==> config.mk <==
export PLATFORM = sky130hd
export DESIGN_NAME = at_command_line_classifier
export DESIGN_NICKNAME = d
export VERILOG_FILES = /design/src/hw/rtl/atcl_pkg.sv /design/src/hw/rtl/at_command_line_classifier.sv /design/src/hw/rtl/atcl_line_fsm.sv /design/src/hw/rtl/atcl_match.sv
export VERILOG_INCLUDE_DIRS = /design/src /design/src/hw/rtl
export SDC_FILE = /design/constraint.sdc
export NUM_CORES = 1
export LEC_CHECK = 0
export BUFFER_PORTS_ARGS = -buffer_cell sky130_fd_sc_hd__buf_2
export CORE_MARGIN = 1
export CORE_UTILIZATION = 30
export CTS_BUF_LIST = sky130_fd_sc_hd__clkbuf_4 sky130_fd_sc_hd__clkbuf_8
export CTS_CLUSTER_SIZE = 24
export DETAILED_ROUTE_END_ITERATION = 10
export PLACE_DENSITY = 0.43
export SLEW_MARGIN = 20
export SYNTH_ARGS = -nofsm -noshare
export SYNTH_HDL_FRONTEND = slang
export SYNTH_SLANG_ARGS = --single-unit
==> constraint.sdc <==
create_clock -name clk -period 3.4 [get_ports clk]
set_input_delay 0.51 -clock clk [delete_from_list [all_inputs] [get_ports clk]]
set_output_delay 0.51 -clock clk [all_outputs]
set_load 0.01 [all_outputs]
==> src/hw/rtl/assert_macros.svh <==
// Assertion macros for the RTL files.
`ifndef ASSERT_MACROS_SVH
`define ASSERT_MACROS_SVH

// Same-cycle implication, checked out of reset.
`define ASSERT_IMPL(label, ante, cons) \
  label: assert property (@(posedge clk) disable iff (!rst_n) (ante) |-> (cons)) \
    else $error("assertion failed");

// Next-cycle implication, checked out of reset.
`define ASSERT_NEXT(label, ante, cons) \
  label: assert property (@(posedge clk) disable iff (!rst_n) (ante) |=> (cons)) \
    else $error("assertion failed");

`endif

==> src/hw/rtl/atcl_pkg.sv <==
// Types, codes and constants of the AT command line classifier.
package atcl_pkg;

  localparam int MAX_NAME_LEN_DEF  = 6;
  localparam int TABLE_ENTRIES_DEF = 7;

  localparam int NUM_ENTRY_REGS = 7;
  localparam int CHAR_W         = 8;
  localparam int LEN_W          = 3;
  localparam int COUNT_W        = 3;
  localparam int INDEX_W        = 3;
  localparam int CFG_INDEX_W    = 3;
  localparam int ENTRY_W        = 55;
  localparam int ENTRY_LEN_LSB  = 48;
  localparam int ENTRY_CAP_LSB  = 51;
  localparam int CAP_W          = 4;

  localparam logic [LEN_W-1:0] LEN_OVERLONG = 3'd7;

  localparam logic [CFG_INDEX_W-1:0] REG_ENTRY_COUNT = 3'd0;
  localparam logic [CFG_INDEX_W-1:0] REG_ENTRY_BASE  = 3'd1;

  localparam logic [CHAR_W-1:0] CH_CR    = 8'h0D;
  localparam logic [CHAR_W-1:0] CH_EQ    = 8'h3D;
  localparam logic [CHAR_W-1:0] CH_QUERY = 8'h3F;
  localparam logic [CHAR_W-1:0] CH_0     = 8'h30;
  localparam logic [CHAR_W-1:0] CH_9     = 8'h39;

  localparam logic [COUNT_W-1:0] ENTRY_COUNT_RESET = 3'd4;

  localparam logic [ENTRY_W-1:0] ENTRY_RESET [NUM_ENTRY_REGS] = '{
    55'd2251799813685248,   // empty name, exec
    55'd18295873486192709,  // E, setup
    55'd3377701135274539,   // +RST, exec
    55'd3377701101324075,   // +GMR, exec
    55'd0,
    55'd0,
    55'd0
  };

  typedef enum logic [2:0] {
    KIND_EXEC  = 3'd0,
    KIND_QUERY = 3'd1,
    KIND_TEST  = 3'd2,
    KIND_SETUP = 3'd3,
    KIND_ERROR = 3'd4
  } kind_t;

  typedef enum logic [2:0] {
    PH_NAME  = 3'd0,
    PH_QUERY = 3'd1,
    PH_EQ    = 3'd2,
    PH_EQQ   = 3'd3,
    PH_SETUP = 3'd4,
    PH_BAD   = 3'd5
  } phase_t;

  // What the line tracker reports about the current character.
  typedef struct packed {
    logic             cr;
    kind_t            kind;
    logic [LEN_W-1:0] len;
  } line_end_t;

endpackage

==> src/hw/rtl/at_command_line_classifier.sv <==
// AT command line classifier: takes one character per cycle and reports the
// class of the line (exec, query, test, setup or error) and the matched command
// table entry when the closing carriage return has been processed. Characters
// are taken at one per clock while in_stall is low; a character goes into an
// input register and is processed from there, so the result register is
// loaded when the carriage return in the input register is processed, and the
// result is offered from then on. The table compare against all entries runs
// in parallel while that character is processed. in_stall rises only while a
// carriage return waits in the input register and the result register is
// full and stalled. Table and entry count are written through the cfg port; the
// user must write them only while the block is idle (not enforced here).
module at_command_line_classifier
  import atcl_pkg::*;
#(
  parameter int MAX_NAME_LEN  = MAX_NAME_LEN_DEF,
  parameter int TABLE_ENTRIES = TABLE_ENTRIES_DEF
) (
  input  logic                   clk,
  input  logic                   rst_n,
  input  logic                   in_valid,
  output logic                   in_stall,
  input  logic [CHAR_W-1:0]      in_character,
  output logic                   out_valid,
  input  logic                   out_stall,
  output logic [2:0]             out_kind,
  output logic [INDEX_W-1:0]     out_entry_index,
  input  logic                   cfg_write_en,
  input  logic [CFG_INDEX_W-1:0] cfg_index,
  input  logic [ENTRY_W-1:0]     cfg_data
);

  `include "assert_macros.svh"

  logic                      in_valid_r;
  logic [CHAR_W-1:0]         char_r;
  logic                      out_valid_r;
  kind_t                     out_kind_r;
  logic [INDEX_W-1:0]        out_index_r;
  logic [COUNT_W-1:0]        count_r;
  logic [ENTRY_W-1:0]        entry_r [TABLE_ENTRIES];

  line_end_t                 line_end;
  logic [8*MAX_NAME_LEN-1:0] name;
  kind_t                     match_kind;
  logic [INDEX_W-1:0]        match_index;
  logic                      out_free;
  logic                      stage_ok;
  logic                      step;

  assign out_free = !out_valid_r || !out_stall;
  assign stage_ok = !line_end.cr || out_free;
  assign step     = in_valid_r && stage_ok;
  assign in_stall = in_valid_r && !stage_ok;

  atcl_line_fsm #(
    .MAX_NAME_LEN (MAX_NAME_LEN)
  ) u_fsm (
    .clk       (clk),
    .rst_n     (rst_n),
    .step      (step),
    .character (char_r),
    .line_end  (line_end),
    .name      (name)
  );

  atcl_match #(
    .MAX_NAME_LEN  (MAX_NAME_LEN),
    .TABLE_ENTRIES (TABLE_ENTRIES)
  ) u_match (
    .line_end    (line_end),
    .name        (name),
    .entry_count (count_r),
    .entries     (entry_r),
    .kind        (match_kind),
    .entry_index (match_index)
  );

  // input register
  always_ff @(posedge clk) begin
    if (!rst_n) begin
      in_valid_r <= 1'b0;
    end else if (!in_stall) begin
      in_valid_r <= in_valid;
    end
  end

  always_ff @(posedge clk) begin
    if (in_valid && !in_stall) char_r <= in_character;
  end

  // result register
  always_ff @(posedge clk) begin
    if (!rst_n) begin
      out_valid_r <= 1'b0;
    end else if (step && line_end.cr) begin
      out_valid_r <= 1'b1;
    end else if (!out_stall) begin
      out_valid_r <= 1'b0;
    end
  end

  always_ff @(posedge clk) begin
    if (step && line_end.cr) begin
      out_kind_r  <= match_kind;
      out_index_r <= match_index;
    end
  end

  assign out_valid       = out_valid_r;
  assign out_kind        = out_kind_r;
  assign out_entry_index = out_index_r;

  // configuration registers; entries past the table size are dropped
  always_ff @(posedge clk) begin
    if (!rst_n) begin
      count_r <= ENTRY_COUNT_RESET;
      for (int i = 0; i < TABLE_ENTRIES; i++) entry_r[i] <= ENTRY_RESET[i];
    end else if (cfg_write_en) begin
      if (cfg_index == REG_ENTRY_COUNT) count_r <= cfg_data[COUNT_W-1:0];
      for (int i = 0; i < TABLE_ENTRIES; i++) begin
        if (cfg_index == REG_ENTRY_BASE + CFG_INDEX_W'(i)) entry_r[i] <= cfg_data;
      end
    end
  end

  `ASSERT_IMPL(a_error_index_zero, out_valid_r && out_kind_r == KIND_ERROR,
               out_index_r == '0)
  `ASSERT_IMPL(a_index_in_table, out_valid_r,
               out_index_r < INDEX_W'(TABLE_ENTRIES))
  `ASSERT_NEXT(a_blocked_cr_held, in_valid_r && line_end.cr && !out_free,
               in_valid_r && line_end.cr && $stable(char_r))

endmodule

==> src/hw/rtl/atcl_line_fsm.sv <==
// Line phase tracking and name collection.
module atcl_line_fsm
  import atcl_pkg::*;
#(
  parameter int MAX_NAME_LEN = MAX_NAME_LEN_DEF
) (
  input  logic                      clk,
  input  logic                      rst_n,
  input  logic                      step,
  input  logic [CHAR_W-1:0]         character,
  output line_end_t                 line_end,
  output logic [8*MAX_NAME_LEN-1:0] name
);

  localparam int NAME_W = 8 * MAX_NAME_LEN;

  phase_t              phase_r, phase_nxt;
  logic [NAME_W-1:0]   name_r, name_nxt;
  logic [LEN_W-1:0]    len_r, len_nxt;
  logic                is_cr, is_digit, is_name_char;

  assign is_cr    = (character == CH_CR);
  assign is_digit = (character inside {[CH_0:CH_9]});
  assign is_name_char = !is_cr && (character != CH_QUERY) && (character != CH_EQ) && !is_digit;

  // next state
  always_comb begin
    phase_nxt = phase_r;
    case (phase_r)
      PH_NAME: begin
        if (is_cr) phase_nxt = PH_NAME;
        else if (character == CH_QUERY) phase_nxt = PH_QUERY;
        else if (character == CH_EQ) phase_nxt = PH_EQ;
        else if (is_digit) phase_nxt = PH_SETUP;
      end
      PH_QUERY: phase_nxt = is_cr ? PH_NAME : PH_BAD;
      PH_EQ: begin
        if (is_cr) phase_nxt = PH_NAME;
        else if (character == CH_QUERY) phase_nxt = PH_EQQ;
        else phase_nxt = PH_SETUP;
      end
      PH_EQQ:   phase_nxt = is_cr ? PH_NAME : PH_SETUP;
      PH_SETUP: phase_nxt = is_cr ? PH_NAME : PH_SETUP;
      default:  phase_nxt = is_cr ? PH_NAME : PH_BAD;
    endcase
  end

  // outputs
  always_comb begin
    line_end.cr  = is_cr;
    line_end.len = len_r;
    case (phase_r)
      PH_NAME:  line_end.kind = KIND_EXEC;
      PH_QUERY: line_end.kind = KIND_QUERY;
      PH_EQ:    line_end.kind = KIND_SETUP;
      PH_EQQ:   line_end.kind = KIND_TEST;
      PH_SETUP: line_end.kind = KIND_SETUP;
      default:  line_end.kind = KIND_ERROR;
    endcase
  end

  assign name = name_r;

  always_comb begin
    name_nxt = name_r;
    len_nxt  = len_r;
    if (is_cr) begin
      name_nxt = '0;
      len_nxt  = '0;
    end else if (phase_r == PH_NAME && is_name_char) begin
      if (len_r < LEN_W'(MAX_NAME_LEN)) begin
        for (int b = 0; b < MAX_NAME_LEN; b++) begin
          if (len_r == LEN_W'(b)) name_nxt[8*b +: 8] = character;
        end
        len_nxt = len_r + LEN_W'(1);
      end else begin
        len_nxt = LEN_OVERLONG;
      end
    end
  end

  always_ff @(posedge clk) begin
    if (!rst_n) begin
      phase_r <= PH_NAME;
      name_r  <= '0;
      len_r   <= '0;
    end else if (step) begin
      phase_r <= phase_nxt;
      name_r  <= name_nxt;
      len_r   <= len_nxt;
    end
  end

endmodule

==> src/hw/rtl/atcl_match.sv <==
// Command table lookup and capability check.
module atcl_match
  import atcl_pkg::*;
#(
  parameter int MAX_NAME_LEN  = MAX_NAME_LEN_DEF,
  parameter int TABLE_ENTRIES = TABLE_ENTRIES_DEF
) (
  input  line_end_t                 line_end,
  input  logic [8*MAX_NAME_LEN-1:0] name,
  input  logic [COUNT_W-1:0]        entry_count,
  input  logic [ENTRY_W-1:0]        entries [TABLE_ENTRIES],
  output kind_t                     kind,
  output logic [INDEX_W-1:0]        entry_index
);

  logic [COUNT_W-1:0]       count;
  logic [TABLE_ENTRIES-1:0] hit;
  logic                     found;
  logic [INDEX_W-1:0]       idx;
  logic [CAP_W-1:0]         caps;
  logic                     len_ok;

  assign count  = (entry_count > COUNT_W'(TABLE_ENTRIES)) ? COUNT_W'(TABLE_ENTRIES)
                                                          : entry_count;
  assign len_ok = (line_end.len != '0) && (line_end.len <= LEN_W'(MAX_NAME_LEN));

  // bytes past the name length are don't-care
  always_comb begin
    for (int i = 0; i < TABLE_ENTRIES; i++) begin
      hit[i] = (entries[i][ENTRY_LEN_LSB +: LEN_W] == line_end.len) &&
               (COUNT_W'(i) < count);
      for (int b = 0; b < MAX_NAME_LEN; b++) begin
        if (LEN_W'(b) < line_end.len && entries[i][8*b +: 8] != name[8*b +: 8])
          hit[i] = 1'b0;
      end
    end
  end

  // lowest matching entry from 1 up; entry 0 only for an empty name
  always_comb begin
    found = 1'b0;
    idx   = '0;
    caps  = '0;
    if (line_end.len == '0) begin
      found = (count != '0);
      caps  = entries[0][ENTRY_CAP_LSB +: CAP_W];
    end else if (len_ok) begin
      for (int i = TABLE_ENTRIES - 1; i >= 1; i--) begin
        if (hit[i]) begin
          found = 1'b1;
          idx   = INDEX_W'(i);
          caps  = entries[i][ENTRY_CAP_LSB +: CAP_W];
        end
      end
    end
  end

  always_comb begin
    kind        = KIND_ERROR;
    entry_index = '0;
    if (line_end.kind != KIND_ERROR && found && caps[line_end.kind[1:0]]) begin
      kind        = line_end.kind;
      entry_index = idx;
    end
  end

endmodule
# Word-level counts from Yosys, hierarchy flattened
# Index checks and enable logic that the tools add are counted.
word_totals:
  word_cells: 291
  regBits: 458
  out_inout_bits: 8
classes:
  add_sub_neg: 1
  n_bitwise: 2
  mux: 85
  eq_ne: 66
  magnitude_cmp: 18
  n_reduce_logical: 96
op_table:
  columns: ["operator", "n"]
  rows:
  - ["!= test 8 bit", 36]
  - ["2-to-1 mux 48 bit", 3]
  - ["logical AND 1 bit", 54]
  - ["2-to-1 mux 1 bit", 48]
  - ["2-to-1 mux 8 bit", 6]
  - ["2-to-1 mux 3 bit", 15]
  - ["2-to-1 mux 4 bit", 8]
  - ["AND reduction 4 bit", 6]
  - ["equality test 3 bit (second input constant)", 7]
  - ["AND reduction 2 bit", 10]
  - ["equality test 3 x 2 -> 1 bit (second input constant)", 6]
  - ["equality test 3 bit", 6]
  - ["equality test 8 x 6 -> 1 bit (second input constant)", 2]
  - ["!= test 8 x 6 -> 1 bit (second input constant)", 2]
  - ["nonzero test 2 bit", 8]
  - ["< comparator 3 bit (first input constant)", 5]
  - ["< comparator 2 x 3 -> 1 bit (first input constant)", 4]
  - ["one-hot mux 3 bit (4 select lines)", 1]
  - ["equality test 3 x 1 -> 1 bit (second input constant)", 3]
  - ["zero test 3 bit", 3]
  - ["< comparator 1 x 3 -> 1 bit (first input constant)", 3]
  - ["one-hot mux 3 bit (3 select lines)", 1]
  - ["equality test 8 x 4 -> 1 bit (second input constant)", 1]
  - ["greater-or-equal comparator 8 x 6 -> 1 bit (second input constant)", 1]
  - ["19 further kinds", 29]

# Logic depth before layout (Yosys ltp)
# Gate-level depths: netlist of the first run.
logic_depth:
  depth_word: 23
  depth_mapped: 13
  depth_no_buf: 10

# Modules after synthesis
# A second synthesis of the first run with hierarchy kept.
unflattened:
  hier_cells: 2331
  hier_area_um2: 22303.9
modules_own_cells:
  columns: ["mod", "seq_area_each_um2", "n_inst", "cells_per_inst", "area_each_um2"]
  rows:
  - ["at_command_line_classifier", 8227.9, 1, 1381, 14888.0]
  - ["atcl_match", 0.0, 1, 586, 4519.3]
  - ["atcl_line_fsm", 1081.0, 1, 364, 2896.5]

# Worst setup path after synthesis of the first run
# Ideal clock, no wire load.
synth_path:
  path_kind: "reg2reg"
  from: "register u_fsm.name_r[22] (netlist: u_fsm.name[22])"
  to: "register out_kind_r[2] (netlist: out_kind[2]) (data pin)"
  stages_incl_launch_ff: 13
  slack_ns: 0.562
  n_path_buf: 2
  period_less_slack_ns: 2.838
  t_arrival_ns: 2.581
  t_required_ns: 3.143
  cell_sequence: "dfxtp_1 > buf_4 > xor2_1 > nor4_1 > a21oi_1 > or4_4 > nor2_4 > or2_2 > buf_6 > o31a_4 > nand2_1 > o31a_1 > a32o_1"
synth_between:
  elab_chain_cells: 17
synth_lines:
  columns: ["element", "line_no", "text"]
  rows:
  - ["start, declared", "atcl_line_fsm.sv:18", "logic [NAME_W-1:0] name_r, name_nxt;"]
  - ["start signal, assigned", "atcl_line_fsm.sv:89", "name_r <= name_nxt;"]
  - ["!= test 8 bit", "atcl_match.sv:33", "if (LEN_W'(b) < line_end.len && entries[i][8*b +: 8] != name[8*b +: 8])"]
  - ["logical AND 1 bit", "atcl_match.sv:33", null]
  - ["2-to-1 mux 1 bit (4 in series)", "atcl_match.sv:33", null]
  - ["2-to-1 mux 4 bit (6 in series)", "atcl_match.sv:49", "if (hit[i]) begin"]
  - ["2-to-1 mux 4 bit", "atcl_match.sv:47", "end else if (len_ok) begin"]
  - ["2-to-1 mux 4 bit", "atcl_match.sv:44", "if (line_end.len == '0) begin"]
  - ["binary-select mux 1 bit (select 2 bit)", "atcl_match.sv:61", "if (line_end.kind != KIND_ERROR && found && caps[line_end.kind[1:0]]) begin"]
  - ["2-to-1 mux 1 bit (not written as such)", "atcl_match.sv:61", null]
  - ["logical AND 1 bit (*)", "atcl_match.sv:61", null]
  - ["end signal, assigned", "at_command_line_classifier.sv:104", "out_kind_r <= match_kind;"]
  - ["end, declared", "at_command_line_classifier.sv:37", "kind_t out_kind_r;"]
# Mark *: on every way between the ends. The rest lies on a longest branch, timed or not. The select of a mux whose other input is x is not followed.
# A chain may end at the register's enable or synchronous reset.

# Worst setup path after layout of the first run
layout_path:
  from: "register u_fsm.name_r[39] (netlist: u_fsm.name[39])"
  to: "register out_kind_r[2] (netlist: out_kind[2]) (data pin)"
layout_between:
  elab_chain_cells: 15
layout_lines:
  columns: ["element", "line_no"]
  rows:
  - ["!= test 8 bit", "atcl_match.sv:33"]
  - ["logical AND 1 bit", "atcl_match.sv:33"]
  - ["2-to-1 mux 1 bit (2 in series)", "atcl_match.sv:33"]
  - ["2-to-1 mux 4 bit (6 in series)", "atcl_match.sv:49"]
  - ["2-to-1 mux 4 bit", "atcl_match.sv:47"]
  - ["2-to-1 mux 4 bit", "atcl_match.sv:44"]
  - ["binary-select mux 1 bit (select 2 bit)", "atcl_match.sv:61"]
  - ["2-to-1 mux 1 bit (not written as such)", "atcl_match.sv:61"]
  - ["logical AND 1 bit (*)", "atcl_match.sv:61"]
# Marked as above.

==> metrics, run 1 <==
Post-synth EDFFs=14; Slowest Stage Delay on Critical Path=approximately 0.43 ns; Worst Clk Skew=between 0.03 and 0.04 ns; Vias/cell=4.82; final cell count without fillers=around 3300; I/O Pins=79; Worst-path clk slew=around 0.060 ns; WL per Instance=a little over 20 um; Simple-Gate Fraction of Synth Area=21.8%; pin count of the biggest net entering global routing=~120; top_reg_cell synth=dfxtp_1; slew margin rel.=32.5%; register area share after synthesis=between 40 and 50%; initial core utilization=30.6%; Port Buffer Count=78; num rows=a little over 90; Slew Viols, Final=0; remaining antenna violation count=0; CP endpoint kind=flip-flop; main combinational cell family by area after synthesis=simple AND/OR/NAND/NOR gates; status=completed; yosys warns=0; worst-path maximum fanout=9; Netlist cell types=60; Die H=256 um; global route overflow=0; worst r2r src=u_fsm.name[39]; Min-Delay Path Class=primary input to flip-flop; Synth Area in Compound Gates=between 10 and 15%; post-route total power=approximately 11 mW; crit-path cells=buf_4 > xor2_1 > nor4_2 > a21oi_2 > nor4_4 > o21a_1 > buf_12 > a21oi_1 > a2111oi_2 > a211o_1 > nand4b_1 > buf_4 > a32o_1; Clock Path Buffers=3; RSZ-0062 raised after global routing=true; syn nets=about 2400; area of the core=roughly 64000 sq um; endpoints failing setup=0; HPWL after DPL=45200 um; CTS tree=built; fin crit share=99.5%; Final Hold Viols=0; Synth Area per Inst=about 8.4 sq um; GP Congestion=approximately 0.85; via count=about 16000; Tightest Pin Transition=between 1 and 1.5 ns; most used cell along the critical path=buf_4; maxcap violations=0; Hold Path End=in_valid_r; Root Driver=clkbuf_8; Routed WL=just under 70000 um; WP buf/inv=3; RR Endpoint=out_kind[2]; post-synthesis instance total=approximately 2300; Leak=a little over 9 nW; Synth Register Bits=approximately 410; Die Wd=between 200 and 300 um; drt drc=0; vias in the first global route=roughly 16000; Worst R2R Path Depth=13; Slowest cell on crit path=nor4_2; die area=between 60000 and 70000 sq um; # Post-CTS Setup Buffers=0; FF-to-FF setup slack=approximately 0.018 ns; first-pass GRT wire length=103000 um; clk_lat worst skew=slightly below 0.7 ns; Iteration-0 DRC Markers=between 1000 and 1500; Worst Hold Depth=2; minimum clock period=around 3.4 ns; crit start category=flip-flop; initial antenna violation count=4; Pre-Repair DR Iteration Count=5; WP data required=approximately 3.8 ns; total CTS buffers=79; power density over cell area=around 480 nW/um^2; Post-Place Cells=~3200; XOR/XNOR Fraction of Synth Area=about 14%; WP data arrival=~3.8 ns; fin nets=roughly 2500; fmax=a little under 0.3 GHz; GRT Resource Usage Total=around a fifth; H-tree depth=3; critical path class=flip-flop to flip-flop; Peak VDD IR=0.267 mV; asr flop ratio synth=0%; layout cells sized above 1=roughly 16%; HP Start=in_valid; area grow syn2layout=19.0%; Top Family by Delay on Critical Path=compound AO/OA/AOI/OAI gates; Adder-Cell Fraction of Synth Area=less than 1%; mux contribution to synthesized area=2.58%; total clock sinks=just over 400; synthesized area=19400 sq um
==> per-layer routing <==
metal / global-route usage (%) / wire length, um / share of wire [%] / vias up
met1: 27.9 / 32200 / 48 / 7736
met4: 6.07 / 1580 / 2.3 / 0
met5: 0 / 0 / 0 / -
li1: - / - / - / 7882
met3: 3.38 / 2750 / 4.1 / 109
met2: 33.2 / 31200 / 46 / 346
==> how the worst max path moves through the flow <==
stage                     cells past startpoint           start  slack [ns]           to
after global placement                       13  u_fsm.name[35]       -0.36  out_kind[2]
after floorplan                              12  u_fsm.name[22]        0.56  out_kind[2]
after detailed placement                     13  u_fsm.name[35]       -0.41  out_kind[2]
after CTS                                    11  u_fsm.name[21]       0.009  out_kind[2]
after global routing                         13  u_fsm.name[35]       -0.05  out_kind[2]
final                                        13  u_fsm.name[39]        0.02  out_kind[2]
==> registers in the layout (all words and copies together), names as in the netlist <==
| signal | flops |
|---|---|
| u_fsm.len_r | 3 |
| u_fsm.phase_r | 3 |
| in_valid_r | 1 |
| count_r | 3 |
| char_r | 8 |
| out_entry_index | 3 |
| out_kind | 3 |
| u_fsm.name | 48 |
| out_valid | 1 |
| entry_r | 334 |
==> cells by family after synthesis <==
kind of cell | count (synthesis)
flip-flops | 407
multiplexers | 50
AO/OA/AOI/OAI | 392
XOR/XNOR | 306
adder cells (fa/ha/maj) | 3
AND/OR/NAND/NOR | 970
buffers and inverters | 186
==> layout make-up <==
class                   instances  area, sq um
well taps                     846         1060
repair buffers                215         1590
fillers                      6588        40400
clock inverters                11          100
multi-input cells            1721        10600
flip-flops and latches        407         8310
inverters                      11         41.3
diodes                          1         2.50
clock buffers                 120         1480
==> through the flow <==
step,setup TNS [ns],utilization [%],area [sq um],setup slack (ns),hold WS (ns)
finish,0,36.4,23100,0.0179,0.0965
global route,-0.0450,36.4,23100,-0.0450,0.0827
CTS,0,36.2,23000,0.00946,0.0390
detailed placement,-0.989,33.5,21300,-0.411,0.460
global placement,-1.01,33.5,21300,-0.363,0.457
floorplan,0,-,19400,0.562,0.432
==> cell usage after synthesis, types with 5 or more instances <==
cell type	instances	area share [%]
nand4_1	38	1.2
nor3_1	7	0.18
a31oi_1	5	0.16
and2_1	12	0.39
nor4_1	51	1.6
edfxtp_1	14	2.2
mux2i_1	50	2.6
dfxtp_1	393	40
buf_4	11	0.43
clkbuf_1	117	2.3
nand2b_1	5	0.16
xnor2_1	125	5.6
nand3_1	57	1.5
buf_2	44	1.1
nor2_1	35	0.68
nand2_1	686	13
nor2b_1	56	1.8
a21boi_0	295	11
inv_1	10	0.19
o21ai_0	18	0.46
a21oi_1	37	0.95
xor2_1	181	8.2
==> repair_timing <==
action,4_1_cts,5_1_grt
setup endpoints to repair,6,6
gates cloned,0,0
hold buffers,8,0
pin swaps,3,2
gates resized for setup,23,26
hold endpoints to repair,8,0
==> cells in the final DEF (no fill, tap or decap), drive strengths merged, types with 4 or more instances in the layout <==
master / count
o41ai: 5
buf: 207
nor3: 7
xnor2: 125
clkinv: 4
edfxtp: 14
nor2: 36
nand2: 686
nand3: 57
inv: 14
nand4: 38
dfxtp: 393
and2: 12
nand2b: 5
mux2i: 50
a21oi: 37
nor4: 53
or2: 4
o21ai: 19
nor2b: 56
dlygate4sd3: 8
and3: 4
a21boi: 295
xor2: 181
clkbuf: 120
a31oi: 5
==> report_power, final <==
group          switching (mW)  internal [mW]  total, mW
clock network            2.21           2.83       5.04
registers               0.105           4.91       5.02
logic                   0.602          0.390      0.992
total                    2.92           8.13       11.0
(Power assumes the default switching activity.)
==> inputs of run 2 (changes only) <==
--- a/config.mk
+++ b/config.mk
@@ -12,7 +12,6 @@
 export CTS_BUF_LIST = sky130_fd_sc_hd__clkbuf_4 sky130_fd_sc_hd__clkbuf_8
 export CTS_CLUSTER_SIZE = 24
 export DETAILED_ROUTE_END_ITERATION = 10
-export PLACE_DENSITY = 0.43
 export SLEW_MARGIN = 20
 export SYNTH_ARGS = -nofsm -noshare
 export SYNTH_HDL_FRONTEND = slang
==> metrics, run 2 (synthesis gave the netlist of run 1 again) <==
H-tree depth=3 (unchanged); Final Hold Viols=0 (unchanged); critical path class=flip-flop to flip-flop; RSZ-0062 raised after global routing=true; CP endpoint kind=flip-flop; drt drc=0 (unchanged); WL per Instance=18.6 um (-8.4%); layout cells sized above 1=13.9% (-2.1 points); die area=65800 sq um (unchanged); Peak VDD IR=0.258 mV (-3.3%); dpl cell area=21000 sq um (-1.5%); Pre-Repair DR Iteration Count=5 (unchanged); WP data required=3.81 ns (about the same); WP data arrival=3.79 ns (about the same); Switching Fraction=25.4% (-1.0 points); global route overflow=0 (unchanged); Vias/cell=4.91 (+1.7%); Tightest Pin Transition=0.904 ns (-0.108 ns); Gate power share=8.5% (-0.5 points); Final TNS setup=0 ns (unchanged); Clock Path Buffers=3 (unchanged); total clock sinks=407 (unchanged); worst hold slack=0.0503 ns (-0.0462 ns); Routed WL=61100 um (-9.8%); crit-path cells=xor2_1 > nor4_1 > buf_4 > nand4_1 > a21oi_1 > o21a_1 > a21oi_1 > a2111oi_2 > o2111ai_1 > o31a_1 > a32o_1; via count=16100 (+0.15%); clk_lat worst skew=0.66 ns (-0.02 ns); clock share of power=45.0% (-0.6 points); Port Buffer Count=78 (unchanged); Worst-path clk slew=0.06 ns (about the same); initial antenna violation count=3 (-1); minimum clock period=3.37 ns (-0.00708 ns); Place WS=-0.288 ns (+0.123 ns); Slew Viols, Final=0 (unchanged); Min-Delay Path Class=primary input to flip-flop; Largest register FFs=334 (unchanged); power density over cell area=476 nW/um^2 (-0.26%); fmax=0.296 GHz (+0.21%); vias in the first global route=15900 (-1.0%); internal power=8.03 mW (-1.2%); status=completed; Hold Buf Count CTS=0 (-8); first-pass GRT wire length=94500 um (-8.1%); CTS tree=built; Slowest Stage Delay on Critical Path=0.59 ns (+0.16 ns); slew margin rel.=39.7% (+7.2 points); Leak=8.84 nW (-3.0%); crit start category=flip-flop; most used cell along the critical path=a21oi_1; fin nets=2454 (-2.2%); worst-path maximum fanout=7 (-2); Top Family by Delay on Critical Path=compound AO/OA/AOI/OAI gates; GP Congestion=0.885 (+3.7%); WP buf/inv=1 (-2); area of the core=63500 sq um (unchanged); Iteration-0 DRC Markers=1224 (+22%); Fillers=6531 (-0.87%); GRT Resource Usage Total=18.4% (-2.1 points); num rows=92 (unchanged); Switching Power=2.73 mW (-6.3%); Largest Register=entry_r; Slowest cell on crit path=dfxtp_1; Worst Clk Skew=0.0382 ns (-0.00000550 ns); Sequential Power Share=46.6% (+1.2 points); Post-Layout Inst Area=22600 sq um (-2.3%); Root Driver=clkbuf_8; pin count of the biggest net entering global routing=114 (-4.2%); total CTS buffers=72 (-8.9%); fin crit share=99.3% (-0.21 points); Die Wd=256 um (unchanged); Die H=256 um (unchanged); maxcap violations=0 (unchanged); remaining antenna violation count=0 (unchanged); I/O Pins=79 (unchanged); commonest non-fill, non-tap cells in the layout=nand2_1 (685), dfxtp_1 (387), a21boi_0 (295); initial core utilization=30.6% (unchanged); area grow syn2layout=16.3%; worst setup margin=0.0250 ns (+0.00708 ns); commonest non-fill, non-tap cell in the layout=nand2_1; endpoints failing setup=0 (unchanged); HPWL after DPL=41300 um (-8.7%)
[run 2: cell types whose count changed in the layout (fill, tap and decap cells not counted), moves of 2 or more]
cell	previous run	this run
buf_4	118	80
dfxtp_1	373	387
clkinv_1	3	0
clkbuf_4	28	26
nor4_4	5	1
clkinv_2	1	3
nor4_1	39	44
clkinvlp_4	3	5
buf_12	11	9
dfxtp_2	20	6
dlygate4sd3_1	8	0
[run 2: what timing repair did]
item,CTS,global route
pin swaps,1,1
setup buffers,0,0
setup endpoints to repair,5,7
resized for setup,9,15
[run 2: path summary, 6_finish.rpt]
kind / start / end / slack (ns) / depth (start not counted)
max: u_fsm.name[12] / out_kind[2] / 0.03 / 11
min: in_character[2] / char_r[2] / 0.05 / 1
max reg2reg: u_fsm.name[12] / out_kind[2] / 0.03 / 11
min reg2reg: entry_r[107] / entry_r[107] / 0.47 / 2
[run 2: final cells by class]
class | instances | area, sq um | area share (%)
repair buffers | 167 | 1180 | 5.22
inverters | 11 | 41.3 | 0.183
flip-flops and latches | 407 | 8300 | 36.7
clock buffers | 117 | 1450 | 6.41
diodes | 1 | 2.50 | 0.0111
clock inverters | 11 | 103 | 0.454
multi-input cells | 1721 | 10500 | 46.3
well taps | 846 | 1060 | 4.68
[run 2: through the flow]
stage	std cells	total power [mW]	util (%)
final	3281	10.8	35.6
after global routing	3280	11.2	35.6
after CTS	3280	10.8	35.5
after detailed placement	3152	6.01	33.0
after global placement	3152	5.99	33.0
after floorplan	2314	5.61	-
[run 2: power by group through the flow]
| stage | sequential [mW] | combinational [mW] | clock [mW] |
|---|---|---|---|
| after floorplan | 5.06 | 0.543 | 0 |
| after global placement | 5.11 | 0.883 | 0 |
| after detailed placement | 5.11 | 0.895 | 0 |
| after CTS | 5.01 | 0.901 | 4.94 |
| after global routing | 5.02 | 0.983 | 5.16 |
| final | 5.01 | 0.913 | 4.84 |
[run 2: layer usage]
layer | GRT usage, % | up-vias | wire (um)
met5 | 0 | - | 8
met2 | 29.7 | 479 | 28200
met1 | 24.7 | 7761 | 27900
li1 | - | 7776 | -
met4 | 5.61 | 2 | 1370
met3 | 3.47 | 79 | 3560
==> inputs of run 3 (changes only) <==
--- a/config.mk
+++ b/config.mk
@@ -6,7 +6,9 @@
 export SDC_FILE = /design/constraint.sdc
 export NUM_CORES = 1
 export LEC_CHECK = 0
+export ABC_AREA = 1
 export BUFFER_PORTS_ARGS = -buffer_cell sky130_fd_sc_hd__buf_2
+export CAP_MARGIN = 15
 export CORE_MARGIN = 1
 export CORE_UTILIZATION = 30
 export CTS_BUF_LIST = sky130_fd_sc_hd__clkbuf_4 sky130_fd_sc_hd__clkbuf_8
==> metrics, run 3 <==
Synth Area per Inst=7.10 sq um (-15%); # Post-CTS Setup Buffers=0 (unchanged); yosys warns=0 (unchanged); top_reg_cell synth=dfxtp_1; Slew Viols, Final=0 (unchanged); post-route total power=11.0 mW (+2.6%); fin crit share=87.7% (-12 points); WP buf/inv=1 (unchanged); endpoints failing setup=0 (unchanged); HPWL after DPL=39700 um (-3.9%); fmax=0.335 GHz (+13%); most common cell in the netlist=nor2_1; fin nets=2808 (+14%); H-tree depth=3 (unchanged); Slowest Stage Delay on Critical Path=0.61 ns (+0.02 ns); Final Hold Viols=0 (unchanged); syn nets=2799 (+17%); maxcap violations=0 (unchanged); Post-Place Cells=3508 (+11%); area of the core=63400 sq um (-0.18%); fin util=34.5% (-1.1 points); Final TNS setup=0 ns (unchanged); Tightest Pin Transition=0.793 ns (-0.112 ns); Iteration-0 DRC Markers=1456 (+19%); Port Buffer Count=78 (unchanged); leading area contributor after synthesis=dfxtp_1; Worst Clk Skew=0.0239 ns (-0.0143 ns); Synth Register Bits=407 (unchanged); post-synth top area share=40.6% (+0.15 points); num rows=92 (unchanged); GRT Resource Usage Total=18.2% (-0.15 points); WP data arrival=2.47 ns (-1.32 ns); total CTS buffers=70 (-2.8%); via count=17200 (+7.0%); Die Wd=256 um (-0.18%); commonest non-fill, non-tap cell in the layout=nor2_1; final cell count without fillers=3630 (+11%); post-cts sizing count=0 (-9); Netlist cell types=49 (-18%); Area contributors post-synth=dfxtp_1 (41%), nor2_1 (10%), nand2_1 (9.1%), o21ai_0 (8.8%), xnor2_1 (7.6%); status=completed; asr flop ratio synth=0% (unchanged); Leak=9.32 nW (+5.4%); CTS tree=built; commonest non-fill, non-tap cells in the layout=nor2_1 (535), nand2_1 (467), dfxtp_1 (393); Hold Buf Count CTS=0 (unchanged); Post-synth EDFFs=14 (unchanged); worst setup margin=0.417 ns (+0.392 ns); WP data required=2.89 ns (-0.92 ns); Post-Layout Inst Area=21900 sq um (-3.3%); Place WS=0.538 ns (+0.826 ns); dpl cell area=20400 sq um (-2.8%); Top Family by Delay on Critical Path=simple AND/OR/NAND/NOR gates; layout cells sized above 1=11.8% (-2.1 points); Fillers=6738 (+3.2%); register area share after synthesis=42.8% (+0.16 points); Root Driver=clkbuf_8; vias in the first global route=16400 (+2.9%); Largest register FFs=334 (unchanged); Pre-Repair DR Iteration Count=6 (+1); I/O Pins=79 (unchanged); crit start category=flip-flop; Worst-path clk slew=0.07 ns (about the same); Slowest cell on crit path=edfxtp_1; Commonest cells post-synth=nor2_1 (541), nand2_1 (467), dfxtp_1 (393), o21ai_0 (340), xnor2_1 (168); worst hold slack=0.0442 ns (-0.00614 ns); Clock Path Buffers=3 (unchanged); WL per Instance=16.5 um (-12%); clk_lat worst skew=0.64 ns (-0.02 ns); synthesized area=19400 sq um (-0.37%); GP Congestion=0.905 (+2.3%); Routed WL=59800 um (-2.1%); power density over cell area=505 nW/um^2 (+6.1%); initial core utilization=30.5% (-0.057 points); pin count of the biggest net entering global routing=119 (+4.4%); critical path class=flip-flop to output pin; post-synthesis instance total=2725 (+18%); Vias/cell=4.74 (-3.3%); minimum clock period=2.98 ns (-0.392 ns); global route overflow=0 (unchanged); remaining antenna violation count=0 (unchanged); Die H=256 um (-0.18%); Min-Delay Path Class=primary input to flip-flop; worst-path maximum fanout=6 (-1); crit-path cells=nor2_2 > nand4_1 > nor3b_1 > buf_2; slew margin rel.=47.0% (+7.2 points); initial antenna violation count=6 (+3); area grow syn2layout=12.9%; Largest Register=entry_r; RSZ-0062 raised after global routing=false; die area=65500 sq um (-0.36%); first-pass GRT wire length=94400 um (-0.12%); total clock sinks=407 (unchanged); drt drc=0 (unchanged); CP endpoint kind=output pin; Peak VDD IR=0.210 mV (-18%)
[run 3: changes by cell type after synthesis, sizes merged, moves of 43 or more]
cell	delta
xor2	-151
nand2	-214
a21boi	-294
mux2i	-50
o21ai	+346
xnor2	+43
nor2b	-56
inv	+207
nor2	+520
nor4	-48
a21oi	+112
[run 3: report_power, final]
part,switching [mW],leakage (nW),internal [mW]
Sequential,0.165,3.34,4.97
Combinational,0.749,5.19,0.390
Clock,2.05,0.791,2.72
Total,2.96,9.32,8.08
[run 3: layout make-up]
cell class	count	area [sq um]	area share, %
Multi-Input combinational cell	1930	9500	43.4
Sequential cell	407	8290	37.9
Clock buffer	115	1430	6.55
Tap cell	846	1060	4.84
Inverter	220	838	3.84
Timing Repair Buffer	105	678	3.10
Clock inverter	6	63.8	0.292
Antenna cell	1	2.50	0.0114
[run 3: metal layers]
metal	track usage (%)	routed length (um)
met5	0	40
met2	28.9	26500
met3	3.48	3620
met1	24.9	28100
met4	5.71	1450
[run 3: final timing paths]
check | from | endpoint | slack (ns) | depth (start not counted)
worst max-delay path | char_r[7] | in_stall | 0.42 | 4
worst min-delay path | in_character[4] | char_r[4] | 0.04 | 1
worst max register to register | char_r[7] | u_fsm.name[22] | 0.49 | 11
worst min register to register | entry_r[151] | entry_r[151] | 0.47 | 2
[run 3: cells by family after synthesis]
kind of cell    synth area share [%]
xor+xnor                        8.96
fa+ha+maj                      0.194
simple gates                    25.2
buf+inv                         8.37
compound gates                  14.5
flops                           42.8
